--- config.mk ---
export PLATFORM = sky130hd
export DESIGN_NAME = ultrasonic_echo_ranger_core_flat
export DESIGN_NICKNAME = d
export VERILOG_FILES = /design/src/design/uer_pkg.sv /design/src/design/uer_stream_if.sv /design/src/design/ultrasonic_echo_ranger_core.sv /design/src/flat_wrapper.sv
export SDC_FILE = /design/constraint.sdc
export NUM_CORES = 1
export LEC_CHECK = 0
export ABC_CLOCK_PERIOD_IN_PS = 9100
export BUFFER_PORTS_ARGS = -buffer_cell sky130_fd_sc_hd__buf_4
export CORE_MARGIN = 3
export CORE_UTILIZATION = 60
export CTS_CLUSTER_SIZE = 8
export DETAILED_ROUTE_END_ITERATION = 16
export PLACE_DENSITY = 0.77
export SLEW_MARGIN = 20
export SYNTH_ARGS = -nofsm -noshare
export SYNTH_HDL_FRONTEND = slang
export SYNTH_SLANG_ARGS = --single-unit
--- constraint.sdc ---
create_clock -name clk -period 9.1 [get_ports clk]
set_input_delay 1.365 -clock clk [delete_from_list [all_inputs] [get_ports clk]]
set_output_delay 1.365 -clock clk [all_outputs]
set_load 0.005 [all_outputs]
--- src/design/uer_pkg.sv ---
`timescale 1ns / 1ps
`default_nettype none

package uer_pkg;

    // Configuration register indexes
    typedef enum logic [2:0] {
        CFG_TRIGGER_TICKS   = 3'd0,
        CFG_CONFIRM_TICKS   = 3'd1,
        CFG_RISE_POLL_TICKS = 3'd2,
        CFG_FALL_POLL_TICKS = 3'd3,
        CFG_TIMEOUT_TICKS   = 3'd4,
        CFG_PERIOD_TICKS    = 3'd5,
        CFG_NO_ECHO_VALUE   = 3'd6
    } cfg_index_t;

    localparam int CFG_DATA_W = 18;

    // Measurement phases, one-hot
    typedef enum logic [3:0] {
        PH_TRIG = 4'b0001,
        PH_RISE = 4'b0010,
        PH_FALL = 4'b0100,
        PH_IDLE = 4'b1000
    } phase_t;

    localparam logic [9:0]  TRIGGER_TICKS_RST   = 10'd10;
    localparam logic [11:0] CONFIRM_TICKS_RST   = 12'd200;
    localparam logic [11:0] RISE_POLL_TICKS_RST = 12'd200;
    localparam logic [11:0] FALL_POLL_TICKS_RST = 12'd5;
    localparam logic [17:0] TIMEOUT_TICKS_RST   = 18'd20000;
    localparam logic [17:0] PERIOD_TICKS_RST    = 18'd250000;
    localparam logic [15:0] NO_ECHO_VALUE_RST   = 16'd1000;

    // mm = floor(dur * 343 / 2000) is computed as (dur * MM_MULT) >> MM_SHIFT.
    // The reciprocal is exact for every duration below the saturation point.
    localparam int          MM_SHIFT = 31;
    localparam logic [28:0] MM_MULT  = 29'd368293446;
    localparam int          DUR_MUL_W = 19;
    localparam int          PROD_W    = DUR_MUL_W + 29;
    // Smallest duration whose distance exceeds 16 bits
    localparam logic [32:0] SAT_DUR  = 33'd382135;

    typedef struct packed {
        logic echo_level;
    } sample_t;

    typedef struct packed {
        logic        trigger_level;
        logic        result_valid;
        logic [15:0] distance_mm;
        logic        timed_out;
    } result_t;

endpackage

`default_nettype wire

--- src/design/uer_stream_if.sv ---
`timescale 1ns / 1ps
`default_nettype none

interface uer_stream_if #(
    parameter type payload_t = logic
);
    logic     valid;
    logic     ready;
    payload_t payload;

    modport source (output valid, output payload, input ready);
    modport sink   (input valid, input payload, output ready);
endinterface

`default_nettype wire

--- src/design/ultrasonic_echo_ranger_core.sv ---
`timescale 1ns / 1ps
`default_nettype none

// Channel   Direction  Payload                                            
// samples   sink       echo_level                                          
// results   source     trigger_level, result_valid, distance_mm, timed_out
// cfg_*     write      register index 0..6, data up to 18 bits
//
// One sample is taken per cycle while the output is not stalled; a result leaves
// through an input register and an output register.
// The period counter, the poll countdown and the distance multiplier are all
// updated within the single step from input register to output register.
// Reset puts the ranger at the start of a trigger phase with default registers.
// A stalled output holds its result; one further sample is held in the input register.

module ultrasonic_echo_ranger_core #(
    parameter int TIME_BITS = 18
) (
    input  wire logic                       clk,
    input  wire logic                       rst_n,
    input  wire logic                       cfg_we,
    input  wire logic [2:0]                 cfg_index,
    input  wire logic [uer_pkg::CFG_DATA_W-1:0] cfg_wdata,
    uer_stream_if.sink                      samples,
    uer_stream_if.source                    results
);
    import uer_pkg::*;

    localparam int CMP_W = (TIME_BITS + 1 > 19) ? TIME_BITS + 1 : 19;

    // Configuration registers
    logic [9:0]  trigger_ticks_reg;
    logic [11:0] confirm_ticks_reg;
    logic [11:0] rise_poll_ticks_reg;
    logic [11:0] fall_poll_ticks_reg;
    logic [17:0] timeout_ticks_reg;
    logic [17:0] period_ticks_reg;
    logic [15:0] no_echo_value_reg;

    // Measurement state
    phase_t                 phase_reg, phase_next;
    logic [TIME_BITS-1:0]   period_reg, period_next;
    logic [11:0]            poll_reg, poll_next;
    logic                   pend_reg, pend_next;
    logic [TIME_BITS-1:0]   cand_reg, cand_next;
    logic [TIME_BITS-1:0]   rise_reg, rise_next;
    logic [15:0]            dist_reg, dist_next;
    logic                   tmo_reg, tmo_next;

    // Pipeline registers
    logic     in_valid_reg;
    sample_t  in_data_reg;
    logic     out_valid_reg;
    result_t  out_data_reg;

    logic                   advance;
    logic                   trig;
    logic                   res_valid;
    logic                   rising;
    logic                   want;
    logic                   done;
    logic [11:0]            poll_ticks;
    logic [TIME_BITS:0]     count_inc;
    logic [32:0]            dur_ext;
    logic [PROD_W-1:0]      prod;
    logic [15:0]            meas_mm;

    function automatic logic [11:0] reload(input logic [11:0] n);
        logic [11:0] r;
        r = (n == 12'd0) ? 12'd0 : n - 12'd1;
        return r;
    endfunction

    always_ff @(posedge clk or negedge rst_n)
    begin
        if (!rst_n)
        begin
            trigger_ticks_reg   <= TRIGGER_TICKS_RST;
            confirm_ticks_reg   <= CONFIRM_TICKS_RST;
            rise_poll_ticks_reg <= RISE_POLL_TICKS_RST;
            fall_poll_ticks_reg <= FALL_POLL_TICKS_RST;
            timeout_ticks_reg   <= TIMEOUT_TICKS_RST;
            period_ticks_reg    <= PERIOD_TICKS_RST;
            no_echo_value_reg   <= NO_ECHO_VALUE_RST;
        end
        else if (cfg_we)
        begin
            case (cfg_index_t'(cfg_index))
                CFG_TRIGGER_TICKS:   trigger_ticks_reg   <= cfg_wdata[9:0];
                CFG_CONFIRM_TICKS:   confirm_ticks_reg   <= cfg_wdata[11:0];
                CFG_RISE_POLL_TICKS: rise_poll_ticks_reg <= cfg_wdata[11:0];
                CFG_FALL_POLL_TICKS: fall_poll_ticks_reg <= cfg_wdata[11:0];
                CFG_TIMEOUT_TICKS:   timeout_ticks_reg   <= cfg_wdata[17:0];
                CFG_PERIOD_TICKS:    period_ticks_reg    <= cfg_wdata[17:0];
                CFG_NO_ECHO_VALUE:   no_echo_value_reg   <= cfg_wdata[15:0];
                default:             ;
            endcase
        end
    end

    assign advance       = in_valid_reg && (!out_valid_reg || results.ready);
    assign samples.ready = !in_valid_reg || advance;

    // In the fall phase the candidate register holds the duration already.
    assign dur_ext = 33'(cand_reg);
    assign prod    = PROD_W'(dur_ext[DUR_MUL_W-1:0]) * PROD_W'(MM_MULT);
    assign meas_mm = (dur_ext >= SAT_DUR) ? 16'hFFFF : prod[MM_SHIFT+15:MM_SHIFT];

    assign count_inc  = {1'b0, period_reg} + (TIME_BITS + 1)'(1);
    assign rising     = (phase_reg == PH_RISE);
    assign want       = rising;
    assign poll_ticks = rising ? rise_poll_ticks_reg : fall_poll_ticks_reg;

    always_comb
    begin
        phase_next  = phase_reg;
        period_next = period_reg;
        poll_next   = poll_reg;
        pend_next   = pend_reg;
        cand_next   = cand_reg;
        rise_next   = rise_reg;
        dist_next   = dist_reg;
        tmo_next    = tmo_reg;
        trig        = 1'b0;
        res_valid   = 1'b0;
        done        = 1'b0;

        case (phase_reg)
            PH_TRIG:
            begin
                trig = 1'b1;
                if (CMP_W'(count_inc) >= CMP_W'(trigger_ticks_reg))
                begin
                    phase_next = PH_RISE;
                    poll_next  = 12'd0;
                    pend_next  = 1'b0;
                end
            end
            PH_RISE, PH_FALL:
            begin
                if (poll_reg != 12'd0)
                begin
                    poll_next = poll_reg - 12'd1;
                end
                else if (!pend_reg)
                begin
                    if (in_data_reg.echo_level == want)
                    begin
                        cand_next = rising ? period_reg : period_reg - rise_reg;
                        pend_next = 1'b1;
                        poll_next = reload(confirm_ticks_reg);
                    end
                    else
                    begin
                        poll_next = reload(poll_ticks);
                    end
                end
                else
                begin
                    pend_next = 1'b0;
                    if (in_data_reg.echo_level == want)
                    begin
                        done = 1'b1;
                    end
                    else
                    begin
                        poll_next = reload(poll_ticks);
                    end
                end

                // A confirmed edge takes precedence over the timeout.
                if (done && rising)
                begin
                    rise_next  = cand_reg;
                    phase_next = PH_FALL;
                    poll_next  = 12'd0;
                end
                else if (done)
                begin
                    dist_next  = meas_mm;
                    tmo_next   = 1'b0;
                    res_valid  = 1'b1;
                    phase_next = PH_IDLE;
                end
                else if (CMP_W'(period_reg) >= CMP_W'(timeout_ticks_reg))
                begin
                    dist_next  = no_echo_value_reg;
                    tmo_next   = 1'b1;
                    res_valid  = 1'b1;
                    phase_next = PH_IDLE;
                    pend_next  = 1'b0;
                    poll_next  = 12'd0;
                end
            end
            PH_IDLE:
            begin
                phase_next = PH_IDLE;
            end
            default:
            begin
                phase_next = PH_IDLE;
            end
        endcase

        // Period end, also on overflow of the time counter
        if ((CMP_W'(count_inc) >= CMP_W'(period_ticks_reg)) || count_inc[TIME_BITS])
        begin
            period_next = '0;
            phase_next  = PH_TRIG;
            poll_next   = 12'd0;
            pend_next   = 1'b0;
        end
        else
        begin
            period_next = count_inc[TIME_BITS-1:0];
        end
    end

    always_ff @(posedge clk or negedge rst_n)
    begin
        if (!rst_n)
        begin
            phase_reg     <= PH_TRIG;
            period_reg    <= '0;
            poll_reg      <= 12'd0;
            pend_reg      <= 1'b0;
            cand_reg      <= '0;
            rise_reg      <= '0;
            dist_reg      <= 16'd0;
            tmo_reg       <= 1'b0;
            in_valid_reg  <= 1'b0;
            out_valid_reg <= 1'b0;
        end
        else
        begin
            if (samples.valid && samples.ready)
            begin
                in_valid_reg <= 1'b1;
            end
            else if (advance)
            begin
                in_valid_reg <= 1'b0;
            end

            if (advance)
            begin
                out_valid_reg <= 1'b1;
                phase_reg     <= phase_next;
                period_reg    <= period_next;
                poll_reg      <= poll_next;
                pend_reg      <= pend_next;
                cand_reg      <= cand_next;
                rise_reg      <= rise_next;
                dist_reg      <= dist_next;
                tmo_reg       <= tmo_next;
            end
            else if (results.ready)
            begin
                out_valid_reg <= 1'b0;
            end
        end
    end

    always_ff @(posedge clk)
    begin
        if (samples.valid && samples.ready)
        begin
            in_data_reg <= samples.payload;
        end
        if (advance)
        begin
            out_data_reg.trigger_level <= trig;
            out_data_reg.result_valid  <= res_valid;
            out_data_reg.distance_mm   <= dist_next;
            out_data_reg.timed_out     <= tmo_next;
        end
    end

    assign results.valid   = out_valid_reg;
    assign results.payload = out_data_reg;

endmodule

`default_nettype wire

--- src/flat_wrapper.sv ---
// flat-port wrapper written by rule: the top's interface ports become plain ports
module ultrasonic_echo_ranger_core_flat import uer_pkg::*;
#(
    parameter int TIME_BITS = 18
)
  (clk, rst_n, cfg_we, cfg_index, cfg_wdata, samples_valid, samples_payload, samples_ready, results_valid, results_payload, results_ready);
  uer_stream_if #(.payload_t(sample_t)) samples_i ();
  uer_stream_if #(.payload_t(result_t)) results_i ();
  input  wire logic clk;
  input  wire logic rst_n;
  input  wire logic cfg_we;
  input  wire logic [2:0] cfg_index;
  input  wire logic [uer_pkg::CFG_DATA_W-1:0] cfg_wdata;
  input wire logic [$bits(samples_i.valid)-1:0] samples_valid;
  input wire logic [$bits(samples_i.payload)-1:0] samples_payload;
  output wire logic [$bits(samples_i.ready)-1:0] samples_ready;
  output wire logic [$bits(results_i.valid)-1:0] results_valid;
  output wire logic [$bits(results_i.payload)-1:0] results_payload;
  input wire logic [$bits(results_i.ready)-1:0] results_ready;
  assign samples_i.valid = samples_valid;
  assign samples_i.payload = samples_payload;
  assign samples_ready = samples_i.ready;
  assign results_valid = results_i.valid;
  assign results_payload = results_i.payload;
  assign results_i.ready = results_ready;
  ultrasonic_echo_ranger_core #(.TIME_BITS(TIME_BITS)) u_core (.clk(clk), .rst_n(rst_n), .cfg_we(cfg_we), .cfg_index(cfg_index), .cfg_wdata(cfg_wdata), .samples(samples_i), .results(results_i));
endmodule
==> run_results.csv <==
group,metric,value,unit
synthesis,yosysMostFrequentCell,"inv_1",
routing,drt_drc_violations_left,0,
critical_path,crit_slowest_cell,"o21ai_0",
critical_path,path_class,"flip-flop to flip-flop",
synthesis,synth_cells,2046,
cells_and_area,multiInputGateArea,0.0129,mm2
critical_path,worstPathMaxFanout,9,
cts,numCtsBuffers,30,
cts,clock-root-buffer,"clkbuf_16",
cells_and_area,utilization,66.2,%
cells_and_area,drive_gt1_share,10.4,%
cells_and_area,seqCellArea,0.00534,mm2
floorplanning,initial_utilization,61.0,%
routing,dr_total_vias,15100,
sta,clock_skew,0.0116,ns
synthesis,syn_area_per_cell,9.73,um2
worst_hold_path,hold_end,"u_core.rise_reg[12]",
synthesis,async_reset_ff_share,90.4,%
worst_hold_path,holdPathStages,2,
cts,cts_max_level,1,
synthesis,ys_seq_area_share,26.8,%
synthesis,synth-main-ff-cell,"dfrtp_1",
critical_path,end_kind,"flip-flop",
cts,post_cts_resized,0,
routing,firstDrtPassIters,6,
synthesis,synth_top_area_share,20.0,%
critical_path,crit_required,9.50,ns
sta,worst_pin_slew,1.09,ns
sta,drv_slew,0,
sta,max-slew-margin-rel,27.0,%
routing,ant_nets,0,
floorplanning,die_area,0.0354,mm2
sta,clock.fmax,134,MHz
cts,tritoncts,"yes",
cts,insertion_delay,0.54,ns
cts,cts_setup_buffers,0,
floorplanning,pin_count,48,
floorplanning,dieHeight,188,um
cells_and_area,diodes,0,
synthesis,synth_common_cells,"inv_1 (395), ha_1 (242), fa_1 (188)",
sta,hold_viol,0,
synthesis,yosysTopAreaCell,"dfrtp_1",
synthesis,synth_area,0.0199,mm2
floorplanning,core_area,0.0326,mm2
cts,cts_buffer_depth,3,
routing,drt_iter0_markers,1106,
outcome,status,"completed",
cts,clock_sinks,208,
global_route,grt_pass1_wl,84400,um
critical_path,cpMostUsedCell,"fa_1",
critical_path,crit_arrival,7.85,ns
cts,cts_hold_buffers,0,
placed_design,numPortBuffers,47,
cells_and_area,area_growth,8.47,%
cells_and_area,num-fill-cells,2611,
routing,finalWirelength,52600,um
global_route,globalRouteOverflowTotal,0,
routing,vias_per_cell,5.94,
floorplanning,fp.dieW,188,um
worst_hold_path,hold_start,"u_core.rise_reg[12]",
synthesis,ys_ff_latch,208,
synthesis,yosysUniqueCellTypes,79,
cells_and_area,fin_nets,2540,
global_route,grt_usage,30.2,%
global_route,grt_pass1_vias,15800,
synthesis,synth_edf_count,20,
floorplanning,rows,66,
critical_path,path_cells,"fa_1 -> inv_1 -> fa_1 -> inv_1 -> fa_1 -> fa_1 -> fa_1 -> inv_1 -> fa_1 -> inv_1 -> ha_1 -> nand3_1 -> nor2_1 -> nand3_1 -> o311ai_1 -> a21oi_1 -> o21ai_0 -> a221o_1 -> xor2_1 -> o22ai_1 -> a21oi_1",
sta,rsz0062_at_grt,"no",
sta,finalCritPeriodShare,81.9,%
synthesis,synth.area.top_cells,"dfrtp_1 (20%), fa_1 (19%), ha_1 (15%)",
cells_and_area,final_cells,2549,
sta,setup-violations-final,0,
routing,wire_per_inst,20.6,um
global_route,grt_max_degree,88,
global_route,antenna_found_initial,0,
placed_design,gp_congestion,0.988,
critical_path,worst_setup_path_start_kind,"flip-flop",
synthesis,yosysWarnings,0,
critical_path,r2r_setup_slack,1.64,ns
sta,setup_tns,0,ns
cells_and_area,largest_register_ffs,19,
run,drv_cap,0,
critical_path,regToRegEndpoint,"u_core.results.payload[15]",
critical_path,timing.rr.start,"u_core.cand_reg[6]",
placed_design,placed_cells,2493,
synthesis,syn_nets,2503,
critical_path,worst_path_largest_cell_delay,0.89,ns
critical_path,rr_worst_depth,21,
worst_hold_path,hp-class,"flip-flop to flip-flop",
cts,clkTransAtPathRegs,0.05,ns
sta,finalCriticalPeriod,7.46,ns
placed_design,dp_hpwl,41500,um
[worst max-delay path: cells and delay by family (launching register included)]
kind	cells	cell delay, ns
AO/OA/AOI/OAI	6	2.30
XOR/XNOR	1	0.22
adder cells (fa/ha/maj)	7	3.57
buffers and inverters	4	0.28
flip-flops	1	0.50
AND/OR/NAND/NOR	3	0.44
[cells in the final DEF, fill, tap and decap left out, drive strengths merged, types with 19 or more instances in the layout]
cell type and instances:
o21ai 136, dfrtp 159, dfstp 29, a21o 25, ha 242, fa 188
nand2 144, xnor2 42, xor2 32, a21oi 87, clkbuf 56, nor3 37
a22oi 29, mux2 77, buf 58, inv 395, nor2 77, o31ai 19
nand3 34, edfxtp 20
[routing by layer]
layer / vias to the layer above / wire length [um] / global-route usage, %
met5: - / 0 / 0
met4: 0 / 2610 / 13.7
met3: 150 / 2880 / 2.58
met2: 559 / 25800 / 52.6
met1: 7499 / 21300 / 38.7
li1: 6927 / - / -
[through the flow]
step | hold WS, ns | cell area, um2 | setup slack, ns
global route | 0.499 | 21600 | 1.37
detailed placement | 0.472 | 20700 | 1.94
global placement | 0.462 | 20700 | 2.10
CTS | 0.486 | 21600 | 1.87
floorplan | 0.449 | 19900 | 2.96
finish | 0.486 | 21600 | 1.64
[cell families after synthesis]
logic type,share of synthesized area [%]
AOI/OAI and AO/OA,12.2
buffers and inverters,8.55
xor gates and xnor gates,3.26
and+or+nand+nor,9.93
muxes,5.11
DFF,26.8
adders and majority gates,34.1
[layout make-up]
| class | count | share of cell area, % |
|---|---|---|
| multi-input cells | 1389 | 59.7 |
| repair buffers | 59 | 2.08 |
| clock buffers | 55 | 4.01 |
| flip-flops and latches | 208 | 24.7 |
| well taps | 442 | 2.56 |
| inverters | 395 | 6.87 |
| clock inverters | 1 | 0.0406 |
[worst max path at each step]
stage,from,endpoint,slack [ns]
finish,u_core.cand_reg[6],u_core.results.payload[15],1.64
global route,u_core.cand_reg[16],u_core.results.payload[10],1.37
CTS,u_core.cand_reg[6],u_core.results.payload[15],1.87
detailed placement,u_core.cand_reg[6],u_core.results.payload[16],1.94
global placement,u_core.cand_reg[6],u_core.results.payload[16],2.10
floorplan,u_core.cand_reg[6],u_core.results.payload[10],2.96
Power is left out: the tool's default activity adds up to more than one toggle a clock period on the data nets, which glitch-free logic cannot reach.
